$ cat config.mk
export PLATFORM = sky130hd
export DESIGN_NAME = pixel_code_string_rle_decoder_core
export DESIGN_NICKNAME = d
export VERILOG_FILES = /design/src/design/pcsrd_pkg.sv /design/src/design/pixel_code_string_rle_decoder_core.sv /design/src/design/pcsrd_front.sv /design/src/design/pcsrd_back.sv
export SDC_FILE = /design/constraint.sdc
export NUM_CORES = 1
export LEC_CHECK = 0
export BUFFER_PORTS_ARGS = -buffer_cell sky130_fd_sc_hd__buf_2
export CAP_MARGIN = 20
export CORE_MARGIN = 2
export CORE_UTILIZATION = 45
export DETAILED_ROUTE_END_ITERATION = 7
export MAX_ROUTING_LAYER = met4
export REMOVE_ABC_BUFFERS = 1
export SYNTH_ARGS = -nofsm -noshare
export SYNTH_HDL_FRONTEND = slang
export SYNTH_SLANG_ARGS = --single-unit
$ cat constraint.sdc
create_clock -name i_clk -period 7.3 [get_ports i_clk]
set_input_delay 1.095 -clock i_clk [delete_from_list [all_inputs] [get_ports i_clk]]
set_output_delay 1.095 -clock i_clk [all_outputs]
set_load 0.1 [all_outputs]
$ cat src/design/pcsrd_pkg.sv
package pcsrd_pkg;

    localparam logic [2:0] PH_IDLE     = 3'd0;
    localparam logic [2:0] PH_ESCAPE   = 3'd1;
    localparam logic [2:0] PH_CODE4    = 3'd2;
    localparam logic [2:0] PH_RUN9     = 3'd3;
    localparam logic [2:0] PH_CODE9    = 3'd4;
    localparam logic [2:0] PH_RUN25_HI = 3'd5;
    localparam logic [2:0] PH_RUN25_LO = 3'd6;
    localparam logic [2:0] PH_CODE25   = 3'd7;

    localparam logic [1:0] ESC_ONE_PIXEL  = 2'd0;
    localparam logic [1:0] ESC_TWO_PIXELS = 2'd1;
    localparam logic [1:0] ESC_RUN9       = 2'd2;
    localparam logic [1:0] ESC_RUN25      = 2'd3;

    localparam logic [8:0] RUN_BASE_SHORT = 9'd2;
    localparam logic [8:0] RUN_BASE_CODE4 = 9'd4;
    localparam logic [8:0] RUN_BASE_CODE9 = 9'd9;
    localparam logic [8:0] RUN_BASE_LONG  = 9'd25;

    typedef struct packed {
        logic [7:0] data_byte;
        logic       last_byte;
    } t_byte_item;

    typedef struct packed {
        logic [8:0] run_len;
        logic [3:0] pix_code;
        logic       eos;
        logic       truncated;
    } t_run;

    typedef struct packed {
        t_run run;
        logic last_of_item;
    } t_result;

    typedef struct packed {
        logic [2:0] phase;
        logic [7:0] partial;
        logic       emit;
        logic       ended;
        t_run       run;
    } t_step;

    function automatic t_step nibble_step(input logic [2:0] phase, input logic [7:0] partial,
                                          input logic [3:0] nib);
        t_step s;
        s = '0;
        s.phase   = phase;
        s.partial = partial;
        unique case (phase)
            PH_IDLE: begin
                if (nib != 4'd0) begin
                    s.emit = 1'b1;
                    s.run.run_len  = 9'd1;
                    s.run.pix_code = nib;
                end else begin
                    s.phase = PH_ESCAPE;
                end
            end
            PH_ESCAPE: begin
                if (!nib[3]) begin
                    s.emit  = 1'b1;
                    s.phase = PH_IDLE;
                    if (nib[2:0] != 3'd0) begin
                        s.run.run_len = 9'(nib[2:0]) + RUN_BASE_SHORT;
                    end else begin
                        s.run.eos = 1'b1;
                        s.partial = 8'd0;
                        s.ended   = 1'b1;
                    end
                end else if (!nib[2]) begin
                    s.partial = 8'(nib[1:0]);
                    s.phase   = PH_CODE4;
                end else begin
                    unique case (nib[1:0])
                        ESC_ONE_PIXEL: begin
                            s.emit = 1'b1;
                            s.run.run_len = 9'd1;
                            s.phase = PH_IDLE;
                        end
                        ESC_TWO_PIXELS: begin
                            s.emit = 1'b1;
                            s.run.run_len = 9'd2;
                            s.phase = PH_IDLE;
                        end
                        ESC_RUN9: begin
                            s.phase = PH_RUN9;
                        end
                        ESC_RUN25: begin
                            s.phase = PH_RUN25_HI;
                        end
                    endcase
                end
            end
            PH_CODE4: begin
                s.emit = 1'b1;
                s.run.run_len  = 9'(partial[1:0]) + RUN_BASE_CODE4;
                s.run.pix_code = nib;
                s.phase = PH_IDLE;
            end
            PH_RUN9: begin
                s.partial = 8'(nib);
                s.phase   = PH_CODE9;
            end
            PH_CODE9: begin
                s.emit = 1'b1;
                s.run.run_len  = 9'(partial[3:0]) + RUN_BASE_CODE9;
                s.run.pix_code = nib;
                s.phase = PH_IDLE;
            end
            PH_RUN25_HI: begin
                s.partial = {nib, 4'd0};
                s.phase   = PH_RUN25_LO;
            end
            PH_RUN25_LO: begin
                s.partial = {partial[7:4], nib};
                s.phase   = PH_CODE25;
            end
            PH_CODE25: begin
                s.emit = 1'b1;
                s.run.run_len  = 9'(partial) + RUN_BASE_LONG;
                s.run.pix_code = nib;
                s.phase = PH_IDLE;
            end
        endcase
        return s;
    endfunction

endpackage

$ cat src/design/pixel_code_string_rle_decoder_core.sv
// Decoder for the 4-bit pixel-code run-length strings of DVB subtitles. Each input item is one
// byte of the string, decoded high nibble first, and each result item is one run (length and
// pixel code) or an end-of-string marker; a marker with truncated set means the byte flagged as
// last closed the string without an end code. Bytes wait in a small input queue while the
// decoder turns the byte at its head into up to three results, one per cycle while the output
// is popped or empty, through a single output register that is loaded in the same cycle it is
// popped. A byte that yields no result retires without a load, and one that yields n results
// retires with its last load, so the pop rate of the output port sets the sustained rate.
module pixel_code_string_rle_decoder_core #(
    parameter int P_QUEUE_DEPTH = 2
) (
    input  logic       i_clk,
    input  logic       i_rst_n,
    input  logic       push,
    output logic       full,
    input  logic [7:0] i_data_byte,
    input  logic       i_last_byte,
    output logic       empty,
    input  logic       pop,
    output logic [8:0] o_run_len,
    output logic [3:0] o_pix_code,
    output logic       o_eos,
    output logic       o_truncated,
    output logic       o_last_of_item
);
    import pcsrd_pkg::*;

    t_byte_item in_item;
    t_byte_item head_item;
    t_result    result;
    logic       head_valid;
    logic       head_take;

    assign in_item.data_byte = i_data_byte;
    assign in_item.last_byte = i_last_byte;

    pcsrd_front #(
        .DEPTH(P_QUEUE_DEPTH)
    ) u_front (
        .i_clk  (i_clk),
        .i_rst_n(i_rst_n),
        .push   (push),
        .full   (full),
        .i_item (in_item),
        .o_valid(head_valid),
        .o_item (head_item),
        .i_take (head_take)
    );

    pcsrd_back u_back (
        .i_clk   (i_clk),
        .i_rst_n (i_rst_n),
        .i_valid (head_valid),
        .i_item  (head_item),
        .o_take  (head_take),
        .empty   (empty),
        .pop     (pop),
        .o_result(result)
    );

    assign o_run_len      = result.run.run_len;
    assign o_pix_code     = result.run.pix_code;
    assign o_eos          = result.run.eos;
    assign o_truncated    = result.run.truncated;
    assign o_last_of_item = result.last_of_item;

endmodule

$ cat src/design/pcsrd_front.sv
module pcsrd_front #(
    parameter int DEPTH = 2
) (
    input  logic                  i_clk,
    input  logic                  i_rst_n,
    input  logic                  push,
    output logic                  full,
    input  pcsrd_pkg::t_byte_item i_item,
    output logic                  o_valid,
    output pcsrd_pkg::t_byte_item o_item,
    input  logic                  i_take
);
    import pcsrd_pkg::*;

    localparam int PTR_W = (DEPTH > 1) ? $clog2(DEPTH) : 1;
    localparam int CNT_W = $clog2(DEPTH + 1);

    t_byte_item       r_mem [DEPTH];
    logic [PTR_W-1:0] r_wr_ptr;
    logic [PTR_W-1:0] r_rd_ptr;
    logic [CNT_W-1:0] r_count;
    logic             wr_en;
    logic             rd_en;

    assign full    = (r_count == CNT_W'(DEPTH));
    assign o_valid = (r_count != '0);
    assign o_item  = r_mem[r_rd_ptr];
    assign wr_en   = push && !full;
    assign rd_en   = i_take && o_valid;

    always_ff @(posedge i_clk) begin
        if (wr_en) begin
            r_mem[r_wr_ptr] <= i_item;
        end
    end

    always_ff @(posedge i_clk) begin
        if (!i_rst_n) begin
            r_wr_ptr <= '0;
            r_rd_ptr <= '0;
            r_count  <= '0;
        end else begin
            if (wr_en) begin
                r_wr_ptr <= (r_wr_ptr == PTR_W'(DEPTH - 1)) ? '0 : r_wr_ptr + 1'b1;
            end
            if (rd_en) begin
                r_rd_ptr <= (r_rd_ptr == PTR_W'(DEPTH - 1)) ? '0 : r_rd_ptr + 1'b1;
            end
            if (wr_en && !rd_en) begin
                r_count <= r_count + 1'b1;
            end else if (rd_en && !wr_en) begin
                r_count <= r_count - 1'b1;
            end
        end
    end

endmodule

$ cat src/design/pcsrd_back.sv
module pcsrd_back (
    input  logic                  i_clk,
    input  logic                  i_rst_n,
    input  logic                  i_valid,
    input  pcsrd_pkg::t_byte_item i_item,
    output logic                  o_take,
    output logic                  empty,
    input  logic                  pop,
    output pcsrd_pkg::t_result    o_result
);
    import pcsrd_pkg::*;

    logic [2:0] r_phase;
    logic [7:0] r_partial;
    logic [1:0] r_idx;
    logic       r_out_valid;
    t_result    r_out;

    t_step      step_hi;
    t_step      step_lo;
    t_run       trunc_run;
    t_run       sel_run;
    logic       has_hi;
    logic       has_lo;
    logic       has_trunc;
    logic [1:0] n_results;
    logic [1:0] n_idx;
    logic       sel_last;
    logic       load_ok;
    logic       load;
    logic       commit;
    logic [2:0] n_phase;
    logic [7:0] n_partial;

    always_comb begin
        step_hi   = nibble_step(r_phase, r_partial, i_item.data_byte[7:4]);
        step_lo   = nibble_step(step_hi.phase, step_hi.partial, i_item.data_byte[3:0]);
        has_hi    = step_hi.emit;
        has_lo    = !step_hi.ended && step_lo.emit;
        has_trunc = !step_hi.ended && !step_lo.ended && i_item.last_byte;
        trunc_run = '{run_len: 9'd0, pix_code: 4'd0, eos: 1'b1, truncated: 1'b1};
        n_results = {1'b0, has_hi} + {1'b0, has_lo} + {1'b0, has_trunc};

        if (step_hi.ended) begin
            n_phase   = step_hi.phase;
            n_partial = step_hi.partial;
        end else if (has_trunc) begin
            n_phase   = PH_IDLE;
            n_partial = 8'd0;
        end else begin
            n_phase   = step_lo.phase;
            n_partial = step_lo.partial;
        end

        unique case (r_idx)
            2'd0:    sel_run = has_hi ? step_hi.run : (has_lo ? step_lo.run : trunc_run);
            2'd1:    sel_run = (has_hi && has_lo) ? step_lo.run : trunc_run;
            default: sel_run = trunc_run;
        endcase
        sel_last = (r_idx == n_results - 2'd1);

        load_ok = !r_out_valid || pop;
        load    = i_valid && (n_results != 2'd0) && load_ok;
        commit  = i_valid && ((n_results == 2'd0) || (load && sel_last));
        n_idx   = commit ? 2'd0 : (load ? r_idx + 2'd1 : r_idx);
    end

    assign o_take   = commit;
    assign empty    = !r_out_valid;
    assign o_result = r_out;

    always_ff @(posedge i_clk) begin
        if (load) begin
            r_out.run          <= sel_run;
            r_out.last_of_item <= sel_last;
        end
    end

    always_ff @(posedge i_clk) begin
        if (!i_rst_n) begin
            r_phase     <= PH_IDLE;
            r_partial   <= 8'd0;
            r_idx       <= 2'd0;
            r_out_valid <= 1'b0;
        end else begin
            r_idx <= n_idx;
            if (commit) begin
                r_phase   <= n_phase;
                r_partial <= n_partial;
            end
            if (load) begin
                r_out_valid <= 1'b1;
            end else if (pop) begin
                r_out_valid <= 1'b0;
            end
        end
    end

endmodule
Word level (Yosys, flattened, before mapping). Memories as Yosys holds them, arrays and structs flattened. A register that Yosys moved wholly into a read port is not among the register bits. Cells that the tools add are included.

Bits in registers: 34. Bits in writable memories: 18. Input bits: 13. Output and inout port bits: 18. Logic and storage cells: 154. Memories: 1.

Memory list: u_front.r_mem (depth 2, width 9, rd ports 1, clocked after Yosys merged registers in 1, write ports 1, line pcsrd_front.sv:18) `t_byte_item r_mem [DEPTH];`.

Add/subtract/negate cells: 16. Equality and inequality tests: 23. Muxes and demuxes: 62. Bitwise logic cells: 1. Reduce and logical (&&, ||, !) cells: 39.

Operators with widths (count): one-hot mux 9 bit (5 select lines) (2); one-hot mux 8 bit (4 select lines) (2); 2-to-1 mux 9 bit (6); 2-to-1 mux 8 bit (6); 2-to-1 mux 15 bit (3); one-hot mux 3 bit (6 select lines) (2); one-hot mux 15 bit (2 select lines) (1); == test 3 bit (second input constant) (8); 2-to-1 mux 12 bit (2); 2-to-1 mux 1 bit (20); adder 8 x 5 -> 9 bit (second input constant) (2); 2-to-1 mux 3 bit (6); one-hot mux 3 bit (3 select lines) (2); one-hot mux 4 bit (2 select lines) (2); == test 3 x 2 -> 1 bit (second input constant) (4); logical AND 1 bit (12); adder 4 x 4 -> 5 bit (second input constant) (2); == test 2 bit (second input constant) (5); 2-to-1 mux 5 bit (2); adder 2 x 3 -> 4 bit (second input constant) (2); adder 3 x 2 -> 4 bit (second input constant) (2); logical NOT 2 bit (4); one-hot mux 2 bit (2 select lines) (2); nonzero test 2 bit (4); 18 further kinds (38).

Depth between registers and ports, before layout.
Depth in word-level cells: 22. Depth in mapped cells: 21. Depth with buffers taken out: 18.

Modules after synthesis. From an unflattened synthesis, not the netlist that was laid out.

Cell total of the unflattened synthesis: 453. Area total of the unflattened synthesis: 3893.7 um^2.

Modules (own cells, without submodules): pcsrd_back (instances 1, cells an instance 399, area an instance 3016.6 um^2, seq. area each 760.7 um^2); pcsrd_front (instances 1, cells an instance 54, area an instance 877.1 um^2, seq. area each 640.6 um^2).

Least setup slack after synthesis. Ideal clock, no wire load.

Path type: register -> register. Start point: reg u_back.r_phase[0]. End point: reg u_back.r_idx[1]. Setup time: 0.115 ns. Arrival time: 4.996 ns. Data required time: 7.185 ns. Slack: 2.189 ns. Cell stages (with the launch flop): 16. Path buffers: 2. Clock period less this slack: 5.111 ns. Path through: dfxtp_1 > buf_2 > inv_1 > fa_1 > a221o_1 > o22a_1 > buf_4 > xnor2_1 > nand2_1 > nor3b_4 > fa_1 > inv_1 > ha_1 > nor3_1 > mux2i_1 > nor2_1.

Longest elaborated chain between the ends: 16. Elaborated cells on any way between the ends: 38. Those cells by class: add/sub: 3; eq/ne: 12; mux: 6; reduce/logical: 17.

Ends and longest elaborated chain: start, declared (line pcsrd_back.sv:13) `logic [2:0] r_phase;`; start signal, assigned (line pcsrd_back.sv:88) `r_phase <= n_phase;`; == test 3 x 2 -> 1 bit / == test 3 bit (equally long branches) (line pcsrd_pkg.sv:53) `unique case (phase)`; OR reduction 3 bit (no source line); one-hot mux 3 bit (6 select lines) (line pcsrd_pkg.sv:53); == test 3 x 2 -> 1 bit, or another cell as far along (line pcsrd_pkg.sv:53); OR reduction 3 bit (no source line) / 2-to-1 mux 1 bit (equally long branches); one-hot mux 1 bit (3 select lines) / logical NOT 1 bit (equally long branches) (line pcsrd_pkg.sv:53, pcsrd_back.sv:40); logical AND 1 bit (on tied branches) (line pcsrd_back.sv:39, pcsrd_back.sv:40); adder 1 x 1 -> 2 bit / logical AND 1 bit (equally long branches) (line pcsrd_back.sv:42, pcsrd_back.sv:40); adder 2 x 1 -> 2 bit (*) (line pcsrd_back.sv:42) `n_results = {1'b0, has_hi} + {1'b0, has_lo} + {1'b0, has_trunc};`; nonzero test 2 bit (*) (line pcsrd_back.sv:63) `load = i_valid && (n_results != 2'd0) && load_ok;`; logical AND 1 bit (*) (2 in a row) (line pcsrd_back.sv:63); named net u_back.load (line pcsrd_back.sv:30) `logic load;`; logical AND 1 bit (line pcsrd_back.sv:64) `commit = i_valid && ((n_results == 2'd0) || (load && sel_last));`; logical OR 1 bit (line pcsrd_back.sv:64); logical AND 1 bit (line pcsrd_back.sv:64); OR reduction 2 bit (no source line); end signal, assigned (line pcsrd_back.sv:86) `r_idx <= n_idx;`; end, declared (line pcsrd_back.sv:15) `logic [1:0] r_idx;`.

The timed path passes the listed nets; every way through them passes the cells marked *. A chain may end at the register's enable or synchronous reset.

Worst setup path in the final report.
Start point: reg u_back.r_phase[0]. End point: reg u_back.r_partial[1].

Longest elaborated chain between the ends: 15. Elaborated cells on any way between the ends: 47. Those cells by class: add/sub: 3; eq/ne: 15; mux: 13; reduce/logical: 16.

Ends and longest elaborated chain: branches (longest 15 deep; another with adder 1 x 1 -> 2 bit); end signal, assigned (line pcsrd_back.sv:89) `r_partial <= n_partial;`; end, declared (line pcsrd_back.sv:14) `logic [7:0] r_partial;`.

Parallel ways; which one is timed is not known.

==> reports/qor.csv <==
stage,metric,value,unit
logic_synthesis,synth_top_area_share,25.2,%
critical_path,ff2ff_path_depth,16,
logic_synthesis,netlist_area,4050,sq um
logic_synthesis,synthAdderAreaFrac,4.27,%
placed_design,placed_cell_area,4220,sq um
placed_design,port_buffers,30,
sta,final_max_slew_viol_count,0,
sta,fin_crit,5.94,ns
logic_synthesis,synthFlopType,edfxtp_1,
clock_network,post_cts_buffers,0,
sta,fin_tns_setup,0,ns
detailed_routing,drt_iter0_drc,378,
logic_synthesis,synthCells,464,
cells_and_area,final_nets,501,
clock_network,cts_max_level,2,
placed_design,post-dp-hpwl,8920,um
global_routing,grt_pass1_vias,3419,
logic_synthesis,yosysUniqueCellTypes,77,
placed_design,dp_cells,578,
sta,fin_skew,0.00593,ns
critical_path,cpMostUsedCell,nor2_1,
critical_path,cp_slowest_cell,dfxtp_1,
logic_synthesis,ys_async_sr_fraction,0,%
detailed_routing,dr.pass1.iters,5,
detailed_routing,wl_per_cell,20.2,um
detailed_routing,antenna_left,0,
critical_path,worstSetupPathType,reg2reg,
floorplan,initial_core_util,46.4,%
clock_network,tritoncts,yes,
cells_and_area,syn2layout_area_growth,6.43,%
detailed_routing,vias,3746,
detailed_routing,drc_errors,0,
sta,tightestPinTransition,1.04,ns
logic_synthesis,synth_seq_cells,53,
critical_path,path_max_fanout,23,
status,status,finished clean,
min_path,hp-class,reg2reg,
logic_synthesis,synthXorXnorAreaFrac,4.33,%
critical_path,cp.required,7.51,ns
logic_synthesis,yosys-top-cells-area,"edfxtp_1 25%, dfxtp_1 9.4%, nor2_1 4.7%, a21oi_1 4.0%, nand2_1 3.2%",
clock_network,postCtsResizedCells,0,
sta,fmax,168,MHz
clock_network,cts_sinks,53,
sta,rsz0062_at_grt,no,
logic_synthesis,ys_warn_count,0,
cells_and_area,drive_gt1_share,13.8,%
critical_path,cp-start-kind,flop,
logic_synthesis,synth_top_family_by_area,compound AO/OA/AOI/OAI gates,
floorplan,core,8720,sq um
logic_synthesis,synth_compound_area_share,27.3,%
detailed_routing,wirelength,11900,um
sta,maxSlewHeadroom,30.5,%
logic_synthesis,seq_area_frac_synth,34.6,%
detailed_routing,avgViaCountPerCell,6.39,
cells_and_area,n_antenna_cell,0,
min_path,hp-start,u_front.r_rd_ptr$_SDFFE_PN0P_,
global_routing,grt_overflow,0,
critical_path,end_kind,flop,
floorplan,chipWidth,98.8,um
power_and_ir_drop,p_per_area,325,nW/um^2
global_routing,grt_pass1_wl,18900,um
min_path,min_path_cells,2,
floorplan,die_y,98.8,um
clock_network,cts_made_buffers,5,
cells_and_area,final_cell_area,4310,sq um
critical_path,critPathBufInv,2,
sta,min_period_over_period,81.4,%
critical_path,crit_path_cell_trace,"inv_1, fa_1, maj3_1, a22o_1, xnor2_1, nand2_1, nor3b_4, fa_1, inv_1, ha_1, xnor2_1, nor3_1, nor2_1, nor2_1, nor2_1, a22o_1",
clock_network,cts_hold_buf,0,
logic_synthesis,synth_simple_gate_area_share,19.1,%
clock_network,cts_buffer_depth,2,
logic_synthesis,synthMuxAreaShare,4.70,%
placed_design,place.gp.congestion,0.956,
sta,hold_viol,0,
floorplan,ios,31,
clock_network,cts_root_buffer,clkbuf_8,
global_routing,grt_max_degree,29,
global_routing,grt_antenna_before_repair,0,
floorplan,die-area,9770,sq um
logic_synthesis,avgSynthCellArea,8.72,sq um
logic_synthesis,synth_top_area_cell,edfxtp_1,
cells_and_area,layout.cells.non_filler,586,
critical_path,cp_top_family,adder cells,
critical_path,r2r_slack,1.36,ns
power_and_ir_drop,p_leak,1.56,nW
clock_network,clk_latency,0.31,ns
power_and_ir_drop,peakVddDrop,0.000133,V
critical_path,crit_arrival,6.15,ns
clock_network,clk_pin_slew_worst_paths,0.10,ns
floorplan,num_rows,34,
critical_path,startpoint,u_back.r_phase[0]$_SDFFE_PN0P_,
critical_path,cp_slowest_stage_delay,0.88,ns
critical_path,r2r_end,u_back.r_partial[1]$_SDFFE_PN0P_,
global_routing,track_usage,25.3,%
sta,setup_viol,0,
critical_path,r2r-start,u_back.r_phase[0]$_SDFFE_PN0P_,
logic_synthesis,synth-edff-count,34,
flow_run,max_cap_violations,0,
[cell type report]
type                            instances  area (sq um)
Fill cell                             835          4410
Multi-Input combinational cell        361          2420
Sequential cell                        53          1400
Timing Repair Buffer                   34           180
Tap cell                              108           135
Inverter                               22          82.6
Clock buffer                            6          72.6
Clock inverter                          2          13.8
[worst max path at each step]
| stage | cells after the start | to |
|---|---|---|
| 2_1_floorplan | 13 | u_back.r_idx[1]$_SDFFE_PP0P_ |
| 3_3_place_gp | 16 | u_back.r_partial[2]$_SDFFE_PN0P_ |
| 3_5_place_dp | 16 | u_back.r_partial[1]$_SDFFE_PN0P_ |
| 4_1_cts | 16 | u_back.r_partial[1]$_SDFFE_PN0P_ |
| 5_1_grt | 16 | u_back.r_phase[2]$_SDFFE_PN0P_ |
| 6_report | 16 | u_back.r_partial[1]$_SDFFE_PN0P_ |
[power by group]
group / leakage [nW] / internal [mW] / total, mW / switching [mW]
logic: 1.04 / 0.167 / 0.768 / 0.601
clock network: 0.0456 / 0.0687 / 0.170 / 0.102
registers: 0.477 / 0.415 / 0.462 / 0.0460
total: 1.56 / 0.651 / 1.40 / 0.748
[state kept, by name, indices dropped and copies added, names as in the netlist, named ones only]
register and count:
u_front.r_mem 18, u_back.o_result 16, u_back.r_partial 8, u_back.r_phase 3, u_back.r_idx 2, u_front.r_count 2, u_back.r_out_valid 1, u_front.r_rd_ptr 1
u_front.r_wr_ptr 1
[kinds of logic after synthesis]
| logic type | after synthesis |
|---|---|
| and+or+nand+nor | 158 |
| AOI/OAI and AO/OA | 153 |
| DFF | 53 |
| buffers and inverters | 50 |
| xor gates and xnor gates | 20 |
| muxes | 17 |
| adders and majority gates | 13 |
[Yosys cell counts (all sizes together), types with 4 or more instances]
cell type / n
a211oi: 6
a21o: 5
a21oi: 32
a22o: 6
a22oi: 6
a2bb2oi: 5
a31oi: 5
and3: 4
buf: 16
clkbuf: 12
dfxtp: 19
edfxtp: 34
ha: 9
inv: 21
mux2: 4
mux2i: 13
nand2: 35
nand2b: 7
nand3: 26
nand3b: 4
nor2: 51
nor3: 13
nor3b: 4
o211ai: 9
o21ai: 26
o22ai: 18
o31ai: 4
xnor2: 13
xor2: 7
[through the flow]
step	worst slack (ns)	hold slack (ns)	total power, mW	util, %
6_report	1.36	0.525	1.40	49.4
3_3_place_gp	1.65	0.502	1.23	48.4
2_1_floorplan	1.93	0.481	1.08	-
3_5_place_dp	1.45	0.506	1.23	48.4
4_1_cts	1.42	0.534	1.40	49.4
5_1_grt	0.880	0.564	1.47	49.4
[layout by cell type, fill, tap and decap left out, types with 7 or more instances in the layout]
master / synthesis / final
edfxtp_1: 34 / 34
nand2_1: 35 / 35
o211ai_1: 9 / 9
dfxtp_1: 19 / 19
mux2i_1: 9 / 9
a21oi_1: 32 / 32
inv_1: 20 / 20
nor2_1: 51 / 51
o22ai_1: 17 / 17
xor2_1: 7 / 7
buf_2: 6 / 30
nand3_1: 25 / 25
nor3_1: 12 / 11
o21ai_0: 22 / 22
ha_1: 9 / 9
xnor2_1: 13 / 13
[worst min-delay path: stages, from the launching register on]
cell	delay [ns]
dfxtp_1	0.33
xnor2_1	0.09
nor2_1	0.08
[metal layers]
| metal | track usage [%] | part of all wire, % |
|---|---|---|
| met1 | 34.2 | 44 |
| met5 | - | 0 |
| met4 | 9.06 | 3.4 |
| met2 | 38.1 | 45 |
| met3 | 4.61 | 7.2 |
Power figures use the tool's default switching activity.
